--- config.mk ---
export PLATFORM = sky130hd
export DESIGN_NAME = inorder_retire_cycle_charger
export DESIGN_NICKNAME = d
export VERILOG_FILES = /design/src/hdl/ircc_pkg.sv /design/src/hdl/ircc_front.sv /design/src/hdl/ircc_queue.sv /design/src/hdl/ircc_back.sv /design/src/hdl/inorder_retire_cycle_charger.sv
export SDC_FILE = /design/constraint.sdc
export NUM_CORES = 1
export LEC_CHECK = 0
export ABC_CLOCK_PERIOD_IN_PS = 5900
export BUFFER_PORTS_ARGS = -buffer_cell sky130_fd_sc_hd__buf_2
export CORE_MARGIN = 2
export CORE_UTILIZATION = 44
export DETAILED_ROUTE_END_ITERATION = 16
export PLACE_DENSITY = 0.73
export RECOVER_POWER = 25
export SLEW_MARGIN = 5
export SYNTH_ARGS = -nofsm -noshare
export SYNTH_HDL_FRONTEND = slang
export SYNTH_SLANG_ARGS = --single-unit
--- constraint.sdc ---
create_clock -name clk -period 5.9 [get_ports clk]
set_input_delay 0.295 -clock clk [delete_from_list [all_inputs] [get_ports clk]]
set_output_delay 0.295 -clock clk [all_outputs]
set_load 0.02 [all_outputs]
--- src/hdl/ircc_pkg.sv ---
`timescale 1ns / 1ps
// ----------------------------------------------------------------------------
// ircc_pkg
// Shared types and constants of the in-order retire cycle charger.
// ----------------------------------------------------------------------------
package ircc_pkg;

  // Configuration register indexes
  localparam int CFG_IDX_W  = 2;
  localparam int CFG_DATA_W = 64;
  localparam logic [CFG_IDX_W-1:0] REG_LAT_LOW  = 2'd0;
  localparam logic [CFG_IDX_W-1:0] REG_LAT_HIGH = 2'd1;
  localparam logic [CFG_IDX_W-1:0] REG_OVERLAP  = 2'd2;
  localparam logic [CFG_IDX_W-1:0] REG_STALL    = 2'd3;

  // Register widths and reset values
  localparam int LAT_LOW_W  = 64;
  localparam int LAT_HIGH_W = 16;
  localparam int OVERLAP_W  = 10;
  localparam int STALL_W    = 8;
  localparam logic [LAT_LOW_W-1:0]  LAT_LOW_RESET  = 64'h0104_1403_0101_0101;
  localparam logic [LAT_HIGH_W-1:0] LAT_HIGH_RESET = 16'h0401;

  // Latency fields packed into each table register
  localparam int NUM_LOW_FIELDS  = 8;
  localparam int NUM_HIGH_FIELDS = 2;

  // Micro-op classes
  localparam int CLASS_W = 4;
  localparam logic [CLASS_W-1:0] CLS_ALU    = 4'd0;
  localparam logic [CLASS_W-1:0] CLS_BRANCH = 4'd1;
  localparam logic [CLASS_W-1:0] CLS_LOAD   = 4'd2;
  localparam logic [CLASS_W-1:0] CLS_STORE  = 4'd3;
  localparam logic [CLASS_W-1:0] CLS_MUL    = 4'd4;
  localparam logic [CLASS_W-1:0] CLS_DIV    = 4'd5;
  localparam logic [CLASS_W-1:0] CLS_FPU    = 4'd6;
  localparam logic [CLASS_W-1:0] CLS_SYSTEM = 4'd7;
  localparam logic [CLASS_W-1:0] CLS_FENCE  = 4'd8;
  localparam logic [CLASS_W-1:0] CLS_ATOMIC = 4'd9;

  // Permille arithmetic
  localparam logic [OVERLAP_W-1:0] PERMILLE    = 10'd1000;
  localparam logic [OVERLAP_W-1:0] OVERLAP_CAP = 10'd999;

  // Result widths
  localparam int CHARGE_W = 9;
  localparam int COUNT_W  = 64;
  localparam logic [CHARGE_W-1:0] CHARGE_MAX = 9'd511;

  // How the back end charges an item
  typedef struct packed {
    logic mem;     // load, store or atomic: base plus load-use stall
    logic scaled;  // non-memory with overlap credit: permille accumulation
  } ircc_kind_t;

endpackage

--- src/hdl/ircc_front.sv ---
`timescale 1ns / 1ps
// ----------------------------------------------------------------------------
// ircc_front
// Accepts retire items, looks up the base latency and classifies the charge.
// ----------------------------------------------------------------------------
module ircc_front #(
  parameter int LATENCY_BITS = 8
) (
  input  logic                                 clk,
  input  logic                                 rst_n,
  input  logic                                 in_valid,
  output logic                                 in_ready,
  input  logic                                 in_uop_present,
  input  logic [ircc_pkg::CLASS_W-1:0]         in_uop_class,
  input  logic [ircc_pkg::LAT_LOW_W-1:0]       lat_low,
  input  logic [ircc_pkg::LAT_HIGH_W-1:0]      lat_high,
  input  logic [ircc_pkg::OVERLAP_W-1:0]       overlap,
  output logic                                 o_valid,
  input  logic                                 o_ready,
  output logic [LATENCY_BITS-1:0]              o_base,
  output ircc_pkg::ircc_kind_t                 o_kind
);

  localparam int LB = LATENCY_BITS;

  logic [LB-1:0]        low_field  [ircc_pkg::NUM_LOW_FIELDS];
  logic [LB-1:0]        high_field [ircc_pkg::NUM_HIGH_FIELDS];
  logic [LB-1:0]        base;
  logic                 mem_cls;
  ircc_pkg::ircc_kind_t kind;
  logic                 advance;

  logic                 f_valid_r;
  logic [LB-1:0]        f_base_r;
  ircc_pkg::ircc_kind_t f_kind_r;

  // Unpack latency fields; a field that does not fit its register reads as 0
  for (genvar i = 0; i < ircc_pkg::NUM_LOW_FIELDS; i++) begin : g_low
    if ((i + 1) * LB <= ircc_pkg::LAT_LOW_W) begin : g_fit
      assign low_field[i] = lat_low[i*LB +: LB];
    end else begin : g_out
      assign low_field[i] = '0;
    end
  end

  for (genvar i = 0; i < ircc_pkg::NUM_HIGH_FIELDS; i++) begin : g_high
    if ((i + 1) * LB <= ircc_pkg::LAT_HIGH_W) begin : g_fit
      assign high_field[i] = lat_high[i*LB +: LB];
    end else begin : g_out
      assign high_field[i] = '0;
    end
  end

  // Memory-class decode
  always_comb begin
    unique case (in_uop_class) inside
      ircc_pkg::CLS_LOAD, ircc_pkg::CLS_STORE, ircc_pkg::CLS_ATOMIC: mem_cls = 1'b1;
      default: mem_cls = 1'b0;
    endcase
  end

  // Base latency lookup: absent uop and unknown classes cost one
  always_comb begin
    if (!in_uop_present) begin
      base = LB'(1);
    end else if (!in_uop_class[ircc_pkg::CLASS_W-1]) begin
      base = low_field[in_uop_class[2:0]];
    end else if (in_uop_class == ircc_pkg::CLS_FENCE) begin
      base = high_field[0];
    end else if (in_uop_class == ircc_pkg::CLS_ATOMIC) begin
      base = high_field[1];
    end else begin
      base = LB'(1);
    end
  end

  assign kind.mem    = in_uop_present & mem_cls;
  assign kind.scaled = !(in_uop_present & mem_cls) && (overlap != '0);

  // Front register
  assign advance  = !f_valid_r || o_ready;
  assign in_ready = advance;

  always_ff @(posedge clk) begin
    if (!rst_n) begin
      f_valid_r <= 1'b0;
    end else if (advance) begin
      f_valid_r <= in_valid;
    end
  end

  always_ff @(posedge clk) begin
    if (advance && in_valid) begin
      f_base_r <= base;
      f_kind_r <= kind;
    end
  end

  assign o_valid = f_valid_r;
  assign o_base  = f_base_r;
  assign o_kind  = f_kind_r;

endmodule

--- src/hdl/ircc_queue.sv ---
`timescale 1ns / 1ps
// ----------------------------------------------------------------------------
// ircc_queue
// Two-entry queue between the front and back ends.
// ----------------------------------------------------------------------------
module ircc_queue #(
  parameter int WIDTH = 10
) (
  input  logic             clk,
  input  logic             rst_n,
  input  logic             in_valid,
  output logic             in_ready,
  input  logic [WIDTH-1:0] in_data,
  output logic             out_valid,
  input  logic             out_ready,
  output logic [WIDTH-1:0] out_data
);

  localparam int DEPTH = 2;
  localparam int PTR_W = 1;
  localparam int CNT_W = 2;

  logic [WIDTH-1:0] slot_r [DEPTH];
  logic [PTR_W-1:0] wr_ptr_r;
  logic [PTR_W-1:0] rd_ptr_r;
  logic [CNT_W-1:0] count_r;
  logic             push;
  logic             pop;

  assign in_ready  = (count_r != CNT_W'(DEPTH));
  assign out_valid = (count_r != '0);
  assign out_data  = slot_r[rd_ptr_r];
  assign push      = in_valid && in_ready;
  assign pop       = out_valid && out_ready;

  // Pointers and fill count
  always_ff @(posedge clk) begin
    if (!rst_n) begin
      wr_ptr_r <= '0;
      rd_ptr_r <= '0;
      count_r  <= '0;
    end else begin
      if (push) begin
        wr_ptr_r <= wr_ptr_r + 1'b1;
      end
      if (pop) begin
        rd_ptr_r <= rd_ptr_r + 1'b1;
      end
      if (push && !pop) begin
        count_r <= count_r + 1'b1;
      end else if (pop && !push) begin
        count_r <= count_r - 1'b1;
      end
    end
  end

  // Storage
  always_ff @(posedge clk) begin
    if (push) begin
      slot_r[wr_ptr_r] <= in_data;
    end
  end

endmodule

--- src/hdl/ircc_back.sv ---
`timescale 1ns / 1ps
// ----------------------------------------------------------------------------
// ircc_back
// Scales the base by the overlap credit, divides by 1000 through a reciprocal,
// runs the permille remainder and keeps the running totals.
// ----------------------------------------------------------------------------
module ircc_back #(
  parameter int LATENCY_BITS = 8
) (
  input  logic                               clk,
  input  logic                               rst_n,
  input  logic                               in_valid,
  output logic                               in_ready,
  input  logic [LATENCY_BITS-1:0]            in_base,
  input  ircc_pkg::ircc_kind_t               in_kind,
  input  logic [ircc_pkg::OVERLAP_W-1:0]     overlap,
  input  logic [ircc_pkg::STALL_W-1:0]       stall,
  output logic                               out_valid,
  input  logic                               out_ready,
  output logic [ircc_pkg::CHARGE_W-1:0]      out_charged_cycles,
  output logic [ircc_pkg::COUNT_W-1:0]       out_charge_count,
  output logic [ircc_pkg::COUNT_W-1:0]       out_cycle_total
);

  localparam int LB    = LATENCY_BITS;
  localparam int OW    = ircc_pkg::OVERLAP_W;
  localparam int PW    = LB + OW;            // scaled product
  localparam int QW    = LB + 1;             // quotient
  localparam int SHIFT = PW;
  localparam int WW    = PW + QW;            // reciprocal product
  localparam int RW    = OW + 1;             // remainder before correction
  localparam int CW    = ((LB > ircc_pkg::STALL_W) ? LB : ircc_pkg::STALL_W) + 2;
  localparam logic [QW-1:0] RECIP = QW'((64'd1 << SHIFT) / 64'd1000);

  logic                 en;
  logic [OW-1:0]        ov_clamp;
  logic [OW-1:0]        credit;
  logic [PW-1:0]        prod;
  logic [WW-1:0]        wide;
  logic [PW-1:0]        q_times;
  logic [RW-1:0]        r_raw;
  logic [QW-1:0]        q_fix;
  logic [OW-1:0]        r_fix;
  logic [RW-1:0]        rem_sum;
  logic                 carry;
  logic [CW-1:0]        charge_raw;
  logic [ircc_pkg::CHARGE_W-1:0] charge;

  // Stage registers
  logic                 v1_r, v2_r, v3_r;
  logic [LB-1:0]        base1_r, base2_r, base3_r;
  ircc_pkg::ircc_kind_t kind1_r, kind2_r, kind3_r;
  logic [PW-1:0]        p1_r, p2_r;
  logic [QW-1:0]        q0_r, q3_r;
  logic [OW-1:0]        r3_r;

  // State and result registers
  logic                 out_valid_r;
  logic [ircc_pkg::CHARGE_W-1:0] charge_r;
  logic [ircc_pkg::COUNT_W-1:0]  count_r;
  logic [ircc_pkg::COUNT_W-1:0]  total_r;
  logic [OW-1:0]                 rem_r;

  // Whole pipeline holds while a result waits
  assign en       = !out_valid_r || out_ready;
  assign in_ready = en;

  // Stage 1: base * (1000 - overlap)
  assign ov_clamp = (overlap >= ircc_pkg::PERMILLE) ? ircc_pkg::OVERLAP_CAP : overlap;
  assign credit   = ircc_pkg::PERMILLE - ov_clamp;
  assign prod     = PW'(in_base) * PW'(credit);

  // Stage 2: quotient estimate through the reciprocal, low by at most one
  assign wide = WW'(p1_r) * WW'(RECIP);

  // Stage 3: remainder and one correction step
  assign q_times = PW'(q0_r) * PW'(ircc_pkg::PERMILLE);
  assign r_raw   = RW'(p2_r - q_times);

  always_comb begin
    if (r_raw >= RW'(ircc_pkg::PERMILLE)) begin
      q_fix = q0_r + 1'b1;
      r_fix = OW'(r_raw - RW'(ircc_pkg::PERMILLE));
    end else begin
      q_fix = q0_r;
      r_fix = OW'(r_raw);
    end
  end

  // Stage 4: remainder accumulation and charge selection
  assign rem_sum = RW'(rem_r) + RW'(r3_r);
  assign carry   = (rem_sum >= RW'(ircc_pkg::PERMILLE));

  always_comb begin
    if (kind3_r.mem) begin
      charge_raw = CW'(base3_r) + CW'(stall);
    end else if (kind3_r.scaled) begin
      charge_raw = CW'(q3_r) + CW'(carry);
    end else begin
      charge_raw = CW'(base3_r);
    end
    if (charge_raw > CW'(ircc_pkg::CHARGE_MAX)) begin
      charge = ircc_pkg::CHARGE_MAX;
    end else begin
      charge = charge_raw[ircc_pkg::CHARGE_W-1:0];
    end
  end

  // Stage valids
  always_ff @(posedge clk) begin
    if (!rst_n) begin
      v1_r <= 1'b0;
      v2_r <= 1'b0;
      v3_r <= 1'b0;
    end else if (en) begin
      v1_r <= in_valid;
      v2_r <= v1_r;
      v3_r <= v2_r;
    end
  end

  // Stage payloads
  always_ff @(posedge clk) begin
    if (en) begin
      base1_r <= in_base;
      kind1_r <= in_kind;
      p1_r    <= prod;
      base2_r <= base1_r;
      kind2_r <= kind1_r;
      p2_r    <= p1_r;
      q0_r    <= wide[SHIFT +: QW];
      base3_r <= base2_r;
      kind3_r <= kind2_r;
      q3_r    <= q_fix;
      r3_r    <= r_fix;
    end
  end

  // Result register, remainder and running totals
  always_ff @(posedge clk) begin
    if (!rst_n) begin
      out_valid_r <= 1'b0;
      count_r     <= '0;
      total_r     <= '0;
      rem_r       <= '0;
    end else if (en) begin
      out_valid_r <= v3_r;
      if (v3_r) begin
        count_r <= count_r + 1'b1;
        total_r <= total_r + ircc_pkg::COUNT_W'(charge);
        if (kind3_r.scaled) begin
          rem_r <= carry ? OW'(rem_sum - RW'(ircc_pkg::PERMILLE)) : OW'(rem_sum);
        end
      end
    end
  end

  always_ff @(posedge clk) begin
    if (en && v3_r) begin
      charge_r <= charge;
    end
  end

  assign out_valid          = out_valid_r;
  assign out_charged_cycles = charge_r;
  assign out_charge_count   = count_r;
  assign out_cycle_total    = total_r;

`ifndef ASSERT_OFF
  a_rem_range: assert property (@(posedge clk) disable iff (!rst_n)
    rem_r < ircc_pkg::PERMILLE)
    else $error("permille remainder out of range");

  a_corrected_rem: assert property (@(posedge clk) disable iff (!rst_n)
    v3_r |-> (r3_r < ircc_pkg::PERMILLE))
    else $error("corrected remainder out of range");

  a_count_step: assert property (@(posedge clk) disable iff (!rst_n)
    (en && v3_r) |=> (count_r == $past(count_r) + 1'b1))
    else $error("charge count did not advance on a result");

  a_rem_hold: assert property (@(posedge clk) disable iff (!rst_n)
    (en && v3_r && !kind3_r.scaled) |=> $stable(rem_r))
    else $error("remainder changed on an unscaled charge");
`endif

endmodule

--- src/hdl/inorder_retire_cycle_charger.sv ---
`timescale 1ns / 1ps
// ----------------------------------------------------------------------------
// inorder_retire_cycle_charger
// Charges cycles per retiring micro-op: class latency lookup, overlap credit
// with a permille carry, load-use stall, and 64-bit running totals.
// ----------------------------------------------------------------------------
// Path: an item passes the front register, queue, multiply, reciprocal
//   multiply, correction and remainder/result stage on its way to the output.
// Throughput: one item per cycle while out_ready holds; the permille carry
//   loop is a single add-compare-subtract in the result stage.
// Reset: synchronous; registers return to their reset values, totals and the
//   remainder clear, and the pipeline and queue empty.
// ----------------------------------------------------------------------------
module inorder_retire_cycle_charger #(
  parameter int LATENCY_BITS = 8
) (
  input  logic                                clk,
  input  logic                                rst_n,
  input  logic                                cfg_we,
  input  logic [ircc_pkg::CFG_IDX_W-1:0]      cfg_index,
  input  logic [ircc_pkg::CFG_DATA_W-1:0]     cfg_data,
  input  logic                                in_valid,
  output logic                                in_ready,
  input  logic                                in_uop_present,
  input  logic [ircc_pkg::CLASS_W-1:0]        in_uop_class,
  output logic                                out_valid,
  input  logic                                out_ready,
  output logic [ircc_pkg::CHARGE_W-1:0]       out_charged_cycles,
  output logic [ircc_pkg::COUNT_W-1:0]        out_charge_count,
  output logic [ircc_pkg::COUNT_W-1:0]        out_cycle_total
);

  localparam int LB  = LATENCY_BITS;
  localparam int QDW = LB + $bits(ircc_pkg::ircc_kind_t);

  logic [ircc_pkg::LAT_LOW_W-1:0]  lat_low_r;
  logic [ircc_pkg::LAT_HIGH_W-1:0] lat_high_r;
  logic [ircc_pkg::OVERLAP_W-1:0]  overlap_r;
  logic [ircc_pkg::STALL_W-1:0]    stall_r;

  logic                 f_valid;
  logic                 f_ready;
  logic [LB-1:0]        f_base;
  ircc_pkg::ircc_kind_t f_kind;
  logic                 q_valid;
  logic                 q_ready;
  logic [QDW-1:0]       q_data;
  logic [LB-1:0]        q_base;
  ircc_pkg::ircc_kind_t q_kind;

  // Configuration registers
  always_ff @(posedge clk) begin
    if (!rst_n) begin
      lat_low_r  <= ircc_pkg::LAT_LOW_RESET;
      lat_high_r <= ircc_pkg::LAT_HIGH_RESET;
      overlap_r  <= '0;
      stall_r    <= '0;
    end else if (cfg_we) begin
      unique case (cfg_index)
        ircc_pkg::REG_LAT_LOW:  lat_low_r  <= cfg_data;
        ircc_pkg::REG_LAT_HIGH: lat_high_r <= cfg_data[ircc_pkg::LAT_HIGH_W-1:0];
        ircc_pkg::REG_OVERLAP:  overlap_r  <= cfg_data[ircc_pkg::OVERLAP_W-1:0];
        ircc_pkg::REG_STALL:    stall_r    <= cfg_data[ircc_pkg::STALL_W-1:0];
        default: ;
      endcase
    end
  end

  // Front end: lookup and classification
  ircc_front #(
    .LATENCY_BITS (LB)
  ) u_front (
    .clk            (clk),
    .rst_n          (rst_n),
    .in_valid       (in_valid),
    .in_ready       (in_ready),
    .in_uop_present (in_uop_present),
    .in_uop_class   (in_uop_class),
    .lat_low        (lat_low_r),
    .lat_high       (lat_high_r),
    .overlap        (overlap_r),
    .o_valid        (f_valid),
    .o_ready        (f_ready),
    .o_base         (f_base),
    .o_kind         (f_kind)
  );

  // Decoupling queue
  ircc_queue #(
    .WIDTH (QDW)
  ) u_queue (
    .clk       (clk),
    .rst_n     (rst_n),
    .in_valid  (f_valid),
    .in_ready  (f_ready),
    .in_data   ({f_base, f_kind}),
    .out_valid (q_valid),
    .out_ready (q_ready),
    .out_data  (q_data)
  );

  assign q_base = q_data[QDW-1 -: LB];
  assign q_kind = q_data[$bits(ircc_pkg::ircc_kind_t)-1:0];

  // Back end: scaling, division by 1000, totals
  ircc_back #(
    .LATENCY_BITS (LB)
  ) u_back (
    .clk                (clk),
    .rst_n              (rst_n),
    .in_valid           (q_valid),
    .in_ready           (q_ready),
    .in_base            (q_base),
    .in_kind            (q_kind),
    .overlap            (overlap_r),
    .stall              (stall_r),
    .out_valid          (out_valid),
    .out_ready          (out_ready),
    .out_charged_cycles (out_charged_cycles),
    .out_charge_count   (out_charge_count),
    .out_cycle_total    (out_cycle_total)
  );

endmodule

# Yosys cells after proc, flatten, opt, wreduce, memory -nomap -nowiden
# Memory sizes are Yosys's and may differ from the RTL's. A register that Yosys moved wholly into a read port is not among the register bits.
# Index checks and enable logic that the tools add are counted.
[word_totals]
reg_bits = 351
latch_bits = 0
mem_bits_rw = 20
mem_bits_ro = 0
in_bits = 76
output_inout_bits = 139
elab_cells = 111
mem_count = 1
[classes]
add_sub_neg = 14
mul = 3
div_mod_pow = 0
magnitude_cmp = 5
n_eq_ne = 8
shift = 0
n_mux = 20
bitwise_logic = 2
reduce_logical = 25
[memory_table]
columns = ["memory", "depth", "width", "read_ports", "rd_clocked_by_memory_dff", "write_ports", "line_no", "rtl"]
rows = [
  ["u_queue.slot_r", 2, 10, 1, 1, 1, "ircc_queue.sv:23", "logic [WIDTH-1:0] slot_r [DEPTH];"],
]
[ops]
columns = ["op", "count"]
rows = [
  ["adder 64 x 1 -> 64 bit (second input constant)", 1],
  ["adder 64 x 9 -> 64 bit", 1],
  ["two-way mux 10 bit", 5],
  ["two-way mux 8 bit", 5],
  ["multiplier 18 x 8 -> 26 bit (second input constant)", 1],
  ["binary-select mux 8 bit (select 3 bit)", 1],
  ["greater-or-equal comparator 11 x 10 -> 1 bit (second input constant)", 2],
  ["subtractor 10 bit (second input constant)", 2],
  ["multiplier 8 x 10 -> 18 bit", 1],
  ["two-way mux 9 bit", 2],
  ["adder 10 x 10 -> 11 bit", 1],
  ["subtractor 11 bit", 1],
  ["adder 9 x 1 -> 10 bit", 1],
  ["greater-or-equal comparator 10 bit (second input constant)", 1],
  ["> comparator 10 x 9 -> 1 bit (second input constant)", 1],
  ["AND reduction 2 bit", 5],
  ["nonzero test 10 bit", 1],
  ["subtractor 10 bit (first input constant)", 1],
  ["adder 8 x 8 -> 9 bit", 1],
  ["adder 9 x 1 -> 9 bit (second input constant)", 1],
  ["multiplier 9 x 7 -> 8 bit (second input constant)", 1],
  ["equality test 4 x 2 -> 1 bit (second input constant)", 2],
  ["equality test 4 bit (second input constant)", 2],
  ["logical AND 1 bit", 7],
  ["other kinds (17)", 30],
]

# Longest topological paths before layout
# Gate-level depths: netlist of the first run.
[logic_depth]
depth_word = 8
depth_mapped = 28
ltp_nobuf = 26

# Cells and area by module
# A second synthesis of the first run with hierarchy kept.
[unflattened]
hier_cells = 2212
area_unflattened_um2 = 21864.7
[by_module_without_submodules]
columns = ["module", "instances", "cells_each", "area_per_inst_um2", "seq_area_each_um2"]
rows = [
  ["ircc_back", 1, 1664, 15861.5, 5725.5],
  ["inorder_retire_cycle_charger", 1, 395, 3912.5, 1961.9],
  ["ircc_front", 1, 98, 1129.8, 320.3],
  ["ircc_queue", 1, 55, 960.9, 700.7],
]

# Least setup slack after synthesis of the first run
# Ideal clock, no wire load.
[synth_path]
kind = "register -> register"
from = "register overlap_r[6] (netlist name)"
to = "register u_back.p1_r[17], data pin"
setup_time_ns = 0.256
t_arrival_ns = 6.144
required_time_ns = 5.644
setup_slack_ns = -0.500
stages_incl_launch_ff = 25
period_less_slack_ns = 6.400
path_cell_list = "dfxtp_1 clkbuf_1 nand4_1 nor2_1 clkbuf_1 nor2_1 ha_1 inv_1 o21ai_0 nor2b_1 nor2_1 xor2_1 nor2_1 fa_1 inv_1 fa_1 fa_1 inv_1 fa_1 ha_1 o41ai_1 o21ai_0 or4_1 a2111o_1 o211a_1"
[synth_between]
elab_chain_cells = 4
[synth_rtl]
columns = ["element", "line_no", "rtl"]
rows = [
  ["from (decl)", "inorder_retire_cycle_charger.sv:38", "logic [ircc_pkg::OVERLAP_W-1:0] overlap_r;"],
  ["from (signal assigned)", "inorder_retire_cycle_charger.sv:62", "ircc_pkg::REG_OVERLAP: overlap_r <= cfg_data[ircc_pkg::OVERLAP_W-1:0];"],
  ["greater-or-equal comparator 10 bit", "ircc_back.sv:69", "assign ov_clamp = (overlap >= ircc_pkg::PERMILLE) ? ircc_pkg::OVERLAP_CAP : overlap;"],
  ["two-way mux 10 bit *", "ircc_back.sv:69", ""],
  ["subtractor 10 bit *", "ircc_back.sv:70", "assign credit = ircc_pkg::PERMILLE - ov_clamp;"],
  ["multiplier 8 x 10 -> 18 bit *", "ircc_back.sv:71", "assign prod = PW'(in_base) * PW'(credit);"],
  ["via u_back.prod[17]", "ircc_back.sv:38", "logic [PW-1:0] prod;"],
  ["to (signal assigned)", "ircc_back.sv:127", "p1_r <= prod;"],
  ["to (decl)", "ircc_back.sv:53", "logic [PW-1:0] p1_r, p2_r;"],
]
# The timed path passes the listed nets; every way through them passes the cells marked *.
# A chain may end at the register's enable or synchronous reset.

# Worst setup path after layout of the first run
[layout_path]
from = "register overlap_r[4] (netlist name)"
to = "register u_back.p1_r[17], data pin"
# The elaborated chain is that of the path after synthesis.

==> Flow_metrics.wiki, run 1 <==
{| class="wikitable"
! Metric !! Value
|-
| First-pass GRT wire length || 85500 um
|-
| Grt met3 use || between 4 and 5%
|-
| Sequential cell area fraction in the yosys report || 40.11%
|-
| Kind of end point of the critical path || flip-flop
|-
| Standard cell with the maximum stage delay on the critical path || sky130_fd_sc_hd__fa_1
|-
| Core Rows || between 80 and 90
|-
| Cells after DPL || approximately 3100
|-
| Shortest clock period the worst path allows after layout || between 5000 and 6000 ps
|-
| Crit path max fanout || 5
|-
| Maximum resistive drop on vdd || about 1.7 mV
|-
| Outcome || finished with violations
|-
| Layout Nets || 2832
|-
| Synth Flop Type || sky130_fd_sc_hd__dfxtp_1
|-
| Number of endpoints with negative hold slack in the final report || 0
|-
| Crit Reg-Reg Startpoint || overlap_r[4]$_SDFFE_PN0P_
|-
| Max-cap violations || 2
|-
| Starting utilization of the core area || 44.45%
|-
| Setup violators final || 0
|-
| Clock insertion delay at the later pin of the skew report || 560 ps
|-
| Drt pass-1 iters || 4
|-
| Leakage power || about 11 nW
|-
| Half-perimeter wire length after detailed placement || approximately 38000 um
|-
| Synth async-reset ratio || 0%
|-
| I/O pin cnt || between 200 and 250
|-
| Syn-to-layout area delta || 19.34%
|-
| CTS tree || done
|-
| Violated checks || capacitance limit, slew limit
|-
| Reg2Reg Depth || 25
|-
| Internal reg-to-reg setup slack || 150 ps
|-
| Post-synthesis cell type count || 69
|-
| Remaining design rule violation count || 0
|-
| Setup repair after global routing missed its margin || yes
|-
| Clock Skews || 14.12 ps
|-
| Placeable core region || around 0.05 sq mm
|-
| Routability Congestion || 0.8981
|-
| Net Count, Synth || 2548
|-
| Share of post-route cells with drive strength above 1 || roughly 17%
|-
| Hold slack final || ~33 ps
|-
| Combined area of the multi-input logic cells || 0.01234 sq mm
|-
| Worst EP required || 6200 ps
|-
| All-layer global routing usage || about a fifth
|-
| Leading cell type in the layout, fill and taps excluded || sky130_fd_sc_hd__nand2_1
|-
| Area of the die || 0.05114 sq mm
|-
| Largest cells by area after synthesis || sky130_fd_sc_hd__dfxtp_1 (23%), sky130_fd_sc_hd__edfxtp_1 (17%), sky130_fd_sc_hd__ha_1 (8.4%)
|-
| Die height || about 230 um
|-
| Flip-flop and latch count after synthesis || around 370
|-
| Path type of the worst setup path || flip-flop to flip-flop
|-
| Via/cell ratio || between 5 and 6
|-
| Min-Delay Startpoint || cfg_data[11]
|-
| Crit. Startpoint || overlap_r[4]$_SDFFE_PN0P_
|-
| Initial antenna violation count || 4
|-
| Yosys top cell by area || sky130_fd_sc_hd__dfxtp_1
|-
| FF+latch area || ~0.0087 sq mm
|-
| Cell Pwr Density || a little over 700 mW/mm^2
|-
| Final core occ || 53.05%
|-
| Non-filler instance count after layout || between 3000 and 4000
|-
| Total vias in the final route || 17040
|-
| Clock-pin slew of the registers on the worst-case setup and hold paths || about 60 ps
|-
| Vias in the first global route || roughly 17000
|-
| Tightest Hold Check Type || input port to flip-flop
|-
| Critical register-to-register path endpoint || u_back.p1_r[17]$_DFFE_PN_
|-
| Max Buffers Root-to-Sink || 3
|-
| Worst path most repeated cell || sky130_fd_sc_hd__fa_1
|-
| Routed wire per std cell || 16.16 um
|-
| Cell area reported after detailed placement || approximately 0.024 sq mm
|-
| Post-synthesis instance area || about 0.022 sq mm
|-
| Most used cells in the layout excluding fill and tap cells || sky130_fd_sc_hd__nand2_1 (347), sky130_fd_sc_hd__dfxtp_1 (241), sky130_fd_sc_hd__buf_2 (207)
|-
| Remaining antenna violation count after routing || 0
|-
| Number of standard cells after synthesis || around 2300
|-
| Worst max-slew margin expressed relative to the limit || -186.8%
|-
| Number of fill cells in the layout || approximately 4300
|-
| Instance count on the critical path || 25
|-
| Initial detailed-routing violation count || between 1000 and 1500
|-
| Routing layer with the top usage in global route || met2
|-
| Arrival time at the worst endpoint || around 6000 ps
|-
| CP delay by family, top || adder cells
|-
| Upper clock frequency limit || between 0.15 and 0.2 GHz
|-
| Number of max-slew violations in the final report || 149
|-
| Met2 global-route usage || between 30% and 40%
|-
| Slew at the pin closest to its max-slew limit || between 4000 and 5000 ps
|-
| Drt total wl || 52380 um
|-
| Avg Inst Size Synth || around 9.6 sq um
|-
| Endpoint of the worst setup timing path || u_back.p1_r[17]$_DFFE_PN_
|-
| Maximum number of pins on one net before global-route repair || approximately 160
|-
| Number of synthesized flops with an enable pin || approximately 130
|-
| Master cell of the clock root buffer || sky130_fd_sc_hd__clkbuf_16
|-
| Number of buffers and inverters on the critical path || 5
|-
| Total non-filler cell area in the finished layout || around 0.026 sq mm
|-
| Synthesis warning total || 0
|-
| Crit start category || flip-flop
|-
| Ratio of final minimum period to clock period || 97.44%
|-
| Global routing usage on met1 || between 20% and 30%
|-
| Stage delay of the slowest cell on the critical path || roughly 570 ps
|-
| Global route total overflow || 0
|-
| Clock sink count || approximately 370
|-
| Number of levels in the clock H-tree || 2
|-
| Total of buffers placed on input and output ports || around 210
|-
| Top cell type's share of synthesized area || approximately 23%
|-
| Chip width || around 230 um
|-
| Inserted Clock Buffers || between 40 and 50
|-
| Overall power of the completed layout || approximately 19 mW
|}
## tightest hold or removal path, stage by stage
cell                       delay [ps]
sky130_fd_sc_hd__buf_2            130
sky130_fd_sc_hd__nand2_1           50
sky130_fd_sc_hd__a21boi_0          60
## through the flow
stage,setup slack [ps],setup TNS [ps]
global placement,26.21,0
detailed placement,-160.2,-160.2
floorplan,6.710,0
global route,-101.1,-101.1
CTS,17.16,0
finish,151.2,0
## where the power goes
part	switching [mW]	total (mW)	leakage [nW]	internal, mW
Sequential	0.296	3.98	3.30	3.69
Clock	1.04	2.52	0.648	1.48
Combinational	6.37	12.1	7.27	5.72
## flip-flops by register name, indices dropped and copies added (netlist names), 9 cells and up, named ones only
signal,count
u_back.out_cycle_total,64
u_back.q3_r,9
u_back.q0_r,9
u_queue.slot_r,20
u_back.r3_r,10
u_back.rem_r,10
u_back.p2_r,11
lat_high_r,16
u_back.p1_r,18
u_back.out_charged_cycles,9
lat_low_r,64
overlap_r,10
u_back.out_charge_count,64
## cell usage after synthesis, types with 49 or more instances
library cell / number
sky130_fd_sc_hd__nand2_1: 349
sky130_fd_sc_hd__dfxtp_1: 246
sky130_fd_sc_hd__inv_1: 176
sky130_fd_sc_hd__ha_1: 145
sky130_fd_sc_hd__edfxtp_1: 126
sky130_fd_sc_hd__a21boi_0: 104
sky130_fd_sc_hd__xnor2_1: 99
sky130_fd_sc_hd__and2_1: 97
sky130_fd_sc_hd__nor2_1: 85
sky130_fd_sc_hd__nand3_1: 75
sky130_fd_sc_hd__clkbuf_1: 74
sky130_fd_sc_hd__fa_1: 70
sky130_fd_sc_hd__mux2i_1: 53
sky130_fd_sc_hd__xor2_1: 52
sky130_fd_sc_hd__a21oi_1: 50
sky130_fd_sc_hd__o21ai_0: 49
## worst min path at each step
stage | end | slack, ps | cells past startpoint
6_report | lat_high_r[11]$_SDFFE_PN0P_ | 30 | 3
5_1_grt | lat_low_r[52]$_SDFFE_PN0P_ | 20 | 3
4_1_cts | lat_low_r[52]$_SDFFE_PN0P_ | 2 | 3
3_5_place_dp | u_back.kind2_r[1]$_DFFE_PN_ | 400 | 0
3_3_place_gp | u_back.base3_r[3]$_DFFE_PN_ | 400 | 0
2_1_floorplan | u_back.base2_r[0]$_DFFE_PN_ | 400 | 0
## cell type report
| type | count | share of cell area, % |
|---|---|---|
| multi-input combinational | 1623 | 47.62 |
| sequential | 372 | 33.63 |
| clock buffer | 57 | 4.394 |
| inverter | 177 | 2.569 |
| antenna | 4 | 0.03863 |
| tap | 664 | 3.206 |
| timing repair buffer | 326 | 7.861 |
| clock inverter | 18 | 0.6760 |
## kinds of logic after synthesis
group	share of synthesized area, %
mux	4.621
flops	40.11
xor+xnor	6.195
simple gates	19.77
compound gates	9.940
fa+ha+maj	14.81
buf+inv	4.558
## metal layers
| layer | up-vias | share of wire, % |
|---|---|---|
| met5 | - | 0 |
| met3 | 118 | 5.8 |
| met2 | 437 | 48 |
| met1 | 8179 | 43 |
| li1 | 8301 | - |
| met4 | 0 | 3.1 |
## timing repair
action,in CTS,in global routing
endpoints found under the hold margin,55,0
hold buffers,52,0
pin swaps,8,36
buffers inserted,3,12
resized for setup,10,62
setup endpoints to repair,1,50
No activity file was read; power rests on OpenSTA's default activity.
==> run 2: changes to the inputs <==
PLACE_DENSITY = 0.74   (was 0.73)
==> Flow_metrics.wiki, run 2 (synthesis results as in run 1) <==
{| class="wikitable"
! Metric !! Value
|-
| Upper clock frequency limit || 0.1731 GHz
|-
| Setup repair after global routing missed its margin || yes
|-
| Max Buffers Root-to-Sink || 3
|-
| Worst max-slew margin expressed relative to the limit || -38.94%
|-
| Clock-pin slew of the registers on the worst-case setup and hold paths || 60 ps
|-
| Layout Nets || approximately 2800
|-
| Crit path cell chain || nand4_1 > nor2_4 > nor2_1 > ha_2 > inv_2 > o21ai_4 > nor2b_4 > nor3b_2 > xnor2_2 > buf_4 > nand2_2 > fa_1 > fa_1 > inv_2 > fa_1 > fa_1 > ha_4 > and3_4 > a21oi_2 > o21ai_2 > or4_4 > a2111o_1 > o211a_1
|-
| Clock sink count || ~370
|-
| Violated checks || capacitance limit, slew limit
|-
| Ratio of final minimum period to clock period || between 90% and 100%
|-
| Min-Delay Startpoint || cfg_data[12]
|-
| Via/cell ratio || between 5 and 6
|-
| Cell Pwr Density || slightly above 700 mW/mm^2
|-
| Leading cell type in the layout, fill and taps excluded || sky130_fd_sc_hd__nand2_1
|-
| I/O pin cnt || ~220
|-
| Clock Skews || between 20 and 25 ps
|-
| Outcome || finished with violations
|-
| Placeable core region || 0.04885 sq mm
|-
| Total vias in the final route || 17070
|-
| Crit path max fanout || 4
|-
| Switching component of the power || 7.693 mW
|-
| Worst Slack Setup Final || 123.3 ps
|-
| Starting utilization of the core area || ~44%
|-
| Crit. Startpoint || overlap_r[9]$_SDFFE_PN0P_
|-
| Standard cell with the maximum stage delay on the critical path || sky130_fd_sc_hd__fa_1
|-
| Leakage power || approximately 11 nW
|-
| Inserted Clock Buffers || 40
|-
| Max-cap violations || 1
|-
| Area of the die || 0.05114 sq mm
|-
| Remaining antenna violation count after routing || 0
|-
| Portion of total power attributed to the clock network || 13.7%
|-
| Internal power || 10.99 mW
|-
| Sequential group share of total power || 21.3%
|-
| Syn-to-layout area delta || 18.95%
|-
| Switching share of power || around two fifths
|-
| Half-perimeter wire length after detailed placement || about 37000 um
|-
| Chip width || about 230 um
|-
| Number of max-slew violations in the final report || 26
|-
| Path type of the worst setup path || flip-flop to flip-flop
|-
| Worst EP required || between 6000 and 7000 ps
|-
| Clock insertion delay at the later pin of the skew report || 560 ps
|-
| Share of power burned in combinational logic || 65.0%
|-
| Drt total wl || around 52000 um
|-
| Kind of end point of the critical path || flip-flop
|-
| CTS tree || done
|-
| Routability Congestion || between 0.8 and 0.9
|-
| Number of buffers and inverters on the critical path || 3
|-
| Global route total overflow || 0
|-
| Final core occ || ~53%
|-
| Post-placement worst setup slack || -145.5 ps
|-
| Setup violators final || 0
|-
| Tightest Hold Check Type || input port to flip-flop
|-
| Stage delay of the slowest cell on the critical path || 560 ps
|-
| Number of fill cells in the layout || 4372
|-
| Share of post-route cells with drive strength above 1 || approximately 14%
|-
| Slew at the pin closest to its max-slew limit || approximately 2100 ps
|-
| Maximum number of pins on one net before global-route repair || around 170
|-
| Arrival time at the worst endpoint || between 6000 and 7000 ps
|-
| Remaining design rule violation count || 0
|-
| All-layer global routing usage || between 10% and 20%
|-
| Number of levels in the clock H-tree || 2
|-
| Initial antenna violation count || 6
|-
| Routed wire per std cell || between 15 and 20 um
|-
| CP delay by family, top || adder cells
|-
| Crit start category || flip-flop
|-
| Number of endpoints with negative hold slack in the final report || 0
|-
| Initial detailed-routing violation count || around 1100
|-
| Master cell of the clock root buffer || sky130_fd_sc_hd__clkbuf_16
|-
| Core Rows || 81
|-
| Crit Reg-Reg Startpoint || overlap_r[9]$_SDFFE_PN0P_
|-
| Worst path most repeated cell || sky130_fd_sc_hd__fa_1
|-
| Vias in the first global route || between 15000 and 20000
|-
| Shortest clock period the worst path allows after layout || ~5800 ps
|-
| Most used cells in the layout excluding fill and tap cells || sky130_fd_sc_hd__nand2_1 (343), sky130_fd_sc_hd__dfxtp_1 (243), sky130_fd_sc_hd__inv_1 (174)
|-
| Total of buffers placed on input and output ports || around 210
|-
| First-pass GRT wire length || 83590 um
|-
| Maximum resistive drop on vdd || 1.807 mV
|-
| Die height || about 230 um
|-
| Drt pass-1 iters || 6
|}
run 2: cell count changes in the layout (fill, tap and decap cells not counted), sizes merged:
cell / change
buf: -73
clkbuf: +64
clkinvlp: +2
inv: -2
bufinv: +1
clkinv: +1
diode: +1
dlygate4sd3: -1
run 2: power groups by stage:
| stage | clock (mW) | sequential (mW) | combinational, mW |
|---|---|---|---|
| final | 2.57 | 3.98 | 12.1 |
| after CTS | 2.62 | 3.98 | 11.4 |
| after floorplan | 0 | 3.83 | 8.52 |
| after global placement | 0 | 4.02 | 10.9 |
| after detailed placement | 0 | 4.03 | 11.2 |
| after global routing | 2.72 | 3.98 | 13.4 |
run 2: worst paths after layout:
check / end / slack [ps] / depth (start not counted)
max: u_back.p1_r[17]$_DFFE_PN_ / 120 / 23
min: lat_low_r[12]$_SDFFE_PN0P_ / 20 / 3
max reg2reg: u_back.p1_r[17]$_DFFE_PN_ / 120 / 23
min reg2reg: u_back.kind2_r[0]$_DFFE_PN_ / 400 / 0
run 2: layout make-up:
type                            instances  area (sq um)  area share [%]
Tap cell                              664         830.8           3.217
Antenna cell                            5         12.51         0.04844
Timing Repair Buffer                  320          1916           7.417
Inverter                              177         665.6           2.577
Multi-Input combinational cell       1623         12340           47.76
Clock inverter                         20         222.7          0.8623
Sequential cell                       372          8712           33.73
Clock buffer                           53          1132           4.384
run 2: worst min-delay path: stages:
cell and delay, ps:
sky130_fd_sc_hd__buf_2 110, sky130_fd_sc_hd__nand2_1 50, sky130_fd_sc_hd__a21boi_0 60
run 2: metrics by stage:
step / instances / cell area, sq um / setup TNS (ps) / power, mW / hold WS (ps)
6_report: 3234 / 25830 / 0 / 18.69 / 15.80
5_1_grt: 3234 / 25830 / -114.7 / 20.09 / 24.93
4_1_cts: 3220 / 25610 / 0 / 17.98 / 2.969
3_5_place_dp: 3094 / 23680 / -145.5 / 15.22 / 404.5
3_3_place_gp: 3094 / 23680 / 0 / 14.89 / 401.1
2_1_floorplan: 2257 / 21760 / 0 / 12.35 / 400.3
run 2: timing repair:
item | 4_1_cts | 5_1_grt
resized for setup | 11 | 58
hold buffers | 51 | 0
setup endpoints to repair | 1 | 49
hold endpoints to repair | 52 | 0
buffers inserted | 2 | 9
pin swaps | 3 | 46
run 2: layer usage:
metal  GRT usage [%]  wire length, um  vias up  part of all wire [%]
met5               0               13        -                 0.025
met4           7.173             1530        2                   3.0
met3           3.409             3174      122                   6.2
met2           34.37            24570      453                    48
met1           25.24            22220     8202                    43
li1                -                -     8295                     -
==> run 3: changes to the inputs <==
ABC_CLOCK_PERIOD_IN_PS = 7000   (was 5900)
PLACE_DENSITY = 0.71   (was 0.74)
clock period = 7 ns   (was 5.9 ns; I/O delays follow)
==> Flow_metrics.wiki, run 3 (synthesis results as in run 1) <==
{| class="wikitable"
! Metric !! Value
|-
| Outcome || finished with violations
|-
| Violated checks || capacitance limit, slew limit
|-
| Number of endpoints with negative hold slack in the final report || 0
|-
| Setup TNS || 0 ps
|-
| Cell area reported after detailed placement || 0.02338 sq mm
|-
| Max Buffers Root-to-Sink || 3
|-
| Non-filler instance count after layout || approximately 3100
|-
| Crit. Startpoint || overlap_r[6]$_SDFFE_PN0P_
|-
| Vias in the first global route || around 16000
|-
| Upper clock frequency limit || between 0.15 and 0.2 GHz
|-
| Die height || between 200 and 250 um
|-
| Tightest Hold Check Type || input port to flip-flop
|-
| Antenna Cells || 0
|-
| Number of post-CTS setup repair buffers || 0
|-
| Slew at the pin closest to its max-slew limit || roughly 2100 ps
|-
| I/O pin cnt || ~220
|-
| Remaining antenna violation count after routing || 0
|-
| Worst max-slew margin expressed relative to the limit || -37.63%
|-
| Number of levels in the clock H-tree || 2
|-
| Crit start category || flip-flop
|-
| Maximum number of pins on one net before global-route repair || approximately 160
|-
| Post-placement worst setup slack || about 380 ps
|-
| Hold slack final || ~24 ps
|-
| Crit path max fanout || 8
|-
| First-pass GRT wire length || between 80000 and 90000 um
|-
| Total of buffers placed on input and output ports || 214
|-
| Crit Reg-Reg Startpoint || overlap_r[6]$_SDFFE_PN0P_
|-
| Master cell of the clock root buffer || sky130_fd_sc_hd__clkbuf_16
|-
| Setup repair after global routing missed its margin || no
|-
| Routed wire per std cell || between 15 and 20 um
|-
| Initial antenna violation count || 1
|-
| Layout Nets || between 2000 and 3000
|-
| Clock Skews || a little under 20 ps
|-
| Starting utilization of the core area || between 40% and 50%
|-
| Shortest clock period the worst path allows after layout || between 6000 and 7000 ps
|-
| Ratio of final minimum period to clock period || ~93%
|-
| Clock sink count || ~370
|-
| Global route total overflow || 0
|-
| Min-Delay Startpoint || cfg_data[21]
|-
| Half-perimeter wire length after detailed placement || 37350 um
|-
| Chip width || roughly 230 um
|-
| Setup violators final || 0
|-
| Initial detailed-routing violation count || roughly 980
|-
| Drt total wl || just over 50000 um
|-
| Max-cap violations || 1
|-
| Inserted Clock Buffers || between 40 and 50
|-
| Leakage power || 10.52 nW
|-
| Routability Congestion || roughly 0.9
|-
| Cells after DPL || 3060
|-
| Final core occ || a little over 50%
|-
| Remaining design rule violation count || 0
|-
| Syn-to-layout area delta || 14.40%
|-
| Share of post-route cells with drive strength above 1 || 10.88%
|-
| Worst EP required || roughly 7300 ps
|-
| Total non-filler cell area in the finished layout || 0.02484 sq mm
|-
| Most used cells in the layout excluding fill and tap cells || sky130_fd_sc_hd__nand2_1 (349), sky130_fd_sc_hd__dfxtp_1 (246), sky130_fd_sc_hd__inv_1 (176)
|-
| Number of max-slew violations in the final report || 26
|-
| Path type of the worst setup path || flip-flop to flip-flop
|-
| Arrival time at the worst endpoint || ~6800 ps
|-
| Via/cell ratio || ~5.3
|-
| Area of the die || roughly 0.051 sq mm
|-
| Leading cell type in the layout, fill and taps excluded || sky130_fd_sc_hd__nand2_1
|-
| Total vias in the final route || 16650
|-
| Kind of end point of the critical path || flip-flop
|-
| Clock insertion delay at the later pin of the skew report || around 580 ps
|-
| Clock-pin slew of the registers on the worst-case setup and hold paths || ~60 ps
|-
| Placeable core region || approximately 0.05 sq mm
|-
| Worst Slack Setup Final || just under 500 ps
|-
| All-layer global routing usage || between 10% and 20%
|-
| Drt pass-1 iters || 6
|-
| Cell Pwr Density || about 550 mW/mm^2
|-
| Core Rows || between 80 and 90
|-
| Overall power of the completed layout || between 10 and 15 mW
|-
| CTS tree || done
|-
| Maximum resistive drop on vdd || 1.027 mV
|}
[run 3: cell types whose count changed in the layout (fill, tap and decap cells not counted), sizes merged]
cell,before,now
buf,191,146
clkbuf,131,136
clkinv,13,9
dlygate4sd3,51,10
inv,177,178
diode,5,0
[run 3: path summary, 6_finish.rpt]
path | to | slack [ps] | cells past startpoint
min reg2reg | u_back.base2_r[7]$_DFFE_PN_ | 400 | 0
max | u_back.p1_r[17]$_DFFE_PN_ | 490 | 22
min | lat_low_r[21]$_SDFFE_PN0P_ | 20 | 3
max reg2reg | u_back.p1_r[17]$_DFFE_PN_ | 490 | 22
[run 3: routing by layer]
metal  wire [um]  vias to the layer above  part of all wire [%]  global-route usage [%]
met2       23990                      343                    48                   34.20
li1            -                     8116                     -                       -
met1       22280                     8097                    44                   25.12
met5           0                        -                     0                       0
met4        1156                        0                   2.3                   5.369
met3        2845                       89                   5.7                   4.385
[run 3: layout make-up]
type / count / area (sq um)
Clock buffer: 58 / 1195
Clock inverter: 17 / 252.7
Tap cell: 664 / 830.8
Timing Repair Buffer: 234 / 1155
Sequential cell: 372 / 8708
Fill cell: 4499 / 24010
Multi-Input combinational cell: 1623 / 12030
Inverter: 177 / 665.6
[run 3: worst max-delay path: stages (launching register included)]
cell                       delay [ps]
sky130_fd_sc_hd__dfxtp_1          450
sky130_fd_sc_hd__nand4_1          230
sky130_fd_sc_hd__nor2_2           280
sky130_fd_sc_hd__nor2_1            90
sky130_fd_sc_hd__ha_1             220
sky130_fd_sc_hd__inv_1             90
sky130_fd_sc_hd__o21ai_0          120
sky130_fd_sc_hd__nor2b_1          170
sky130_fd_sc_hd__nor3b_1          230
sky130_fd_sc_hd__xnor2_1          350
sky130_fd_sc_hd__nand2_1          160
sky130_fd_sc_hd__fa_1             520
sky130_fd_sc_hd__fa_1             510
sky130_fd_sc_hd__inv_1             60
sky130_fd_sc_hd__fa_1             500
sky130_fd_sc_hd__fa_1             500
sky130_fd_sc_hd__ha_1             380
sky130_fd_sc_hd__and3_1           180
sky130_fd_sc_hd__a21oi_1          100
sky130_fd_sc_hd__o21ai_0          120
sky130_fd_sc_hd__or4_1            450
sky130_fd_sc_hd__a2111o_1         390
sky130_fd_sc_hd__o211a_1          150
[run 3: power by group]
| group | internal [mW] | switching [mW] |
|---|---|---|
| combinational | 3.73 | 4.43 |
| clock | 1.36 | 0.911 |
| sequential | 2.95 | 0.248 |
| total | 8.04 | 5.59 |
[run 3: what timing repair did]
item | in CTS | in global routing
hold endpoints to repair | 10 | 0
endpoints found under the setup margin | 0 | 1
hold buffers | 10 | 0
gates resized for setup | 0 | 3
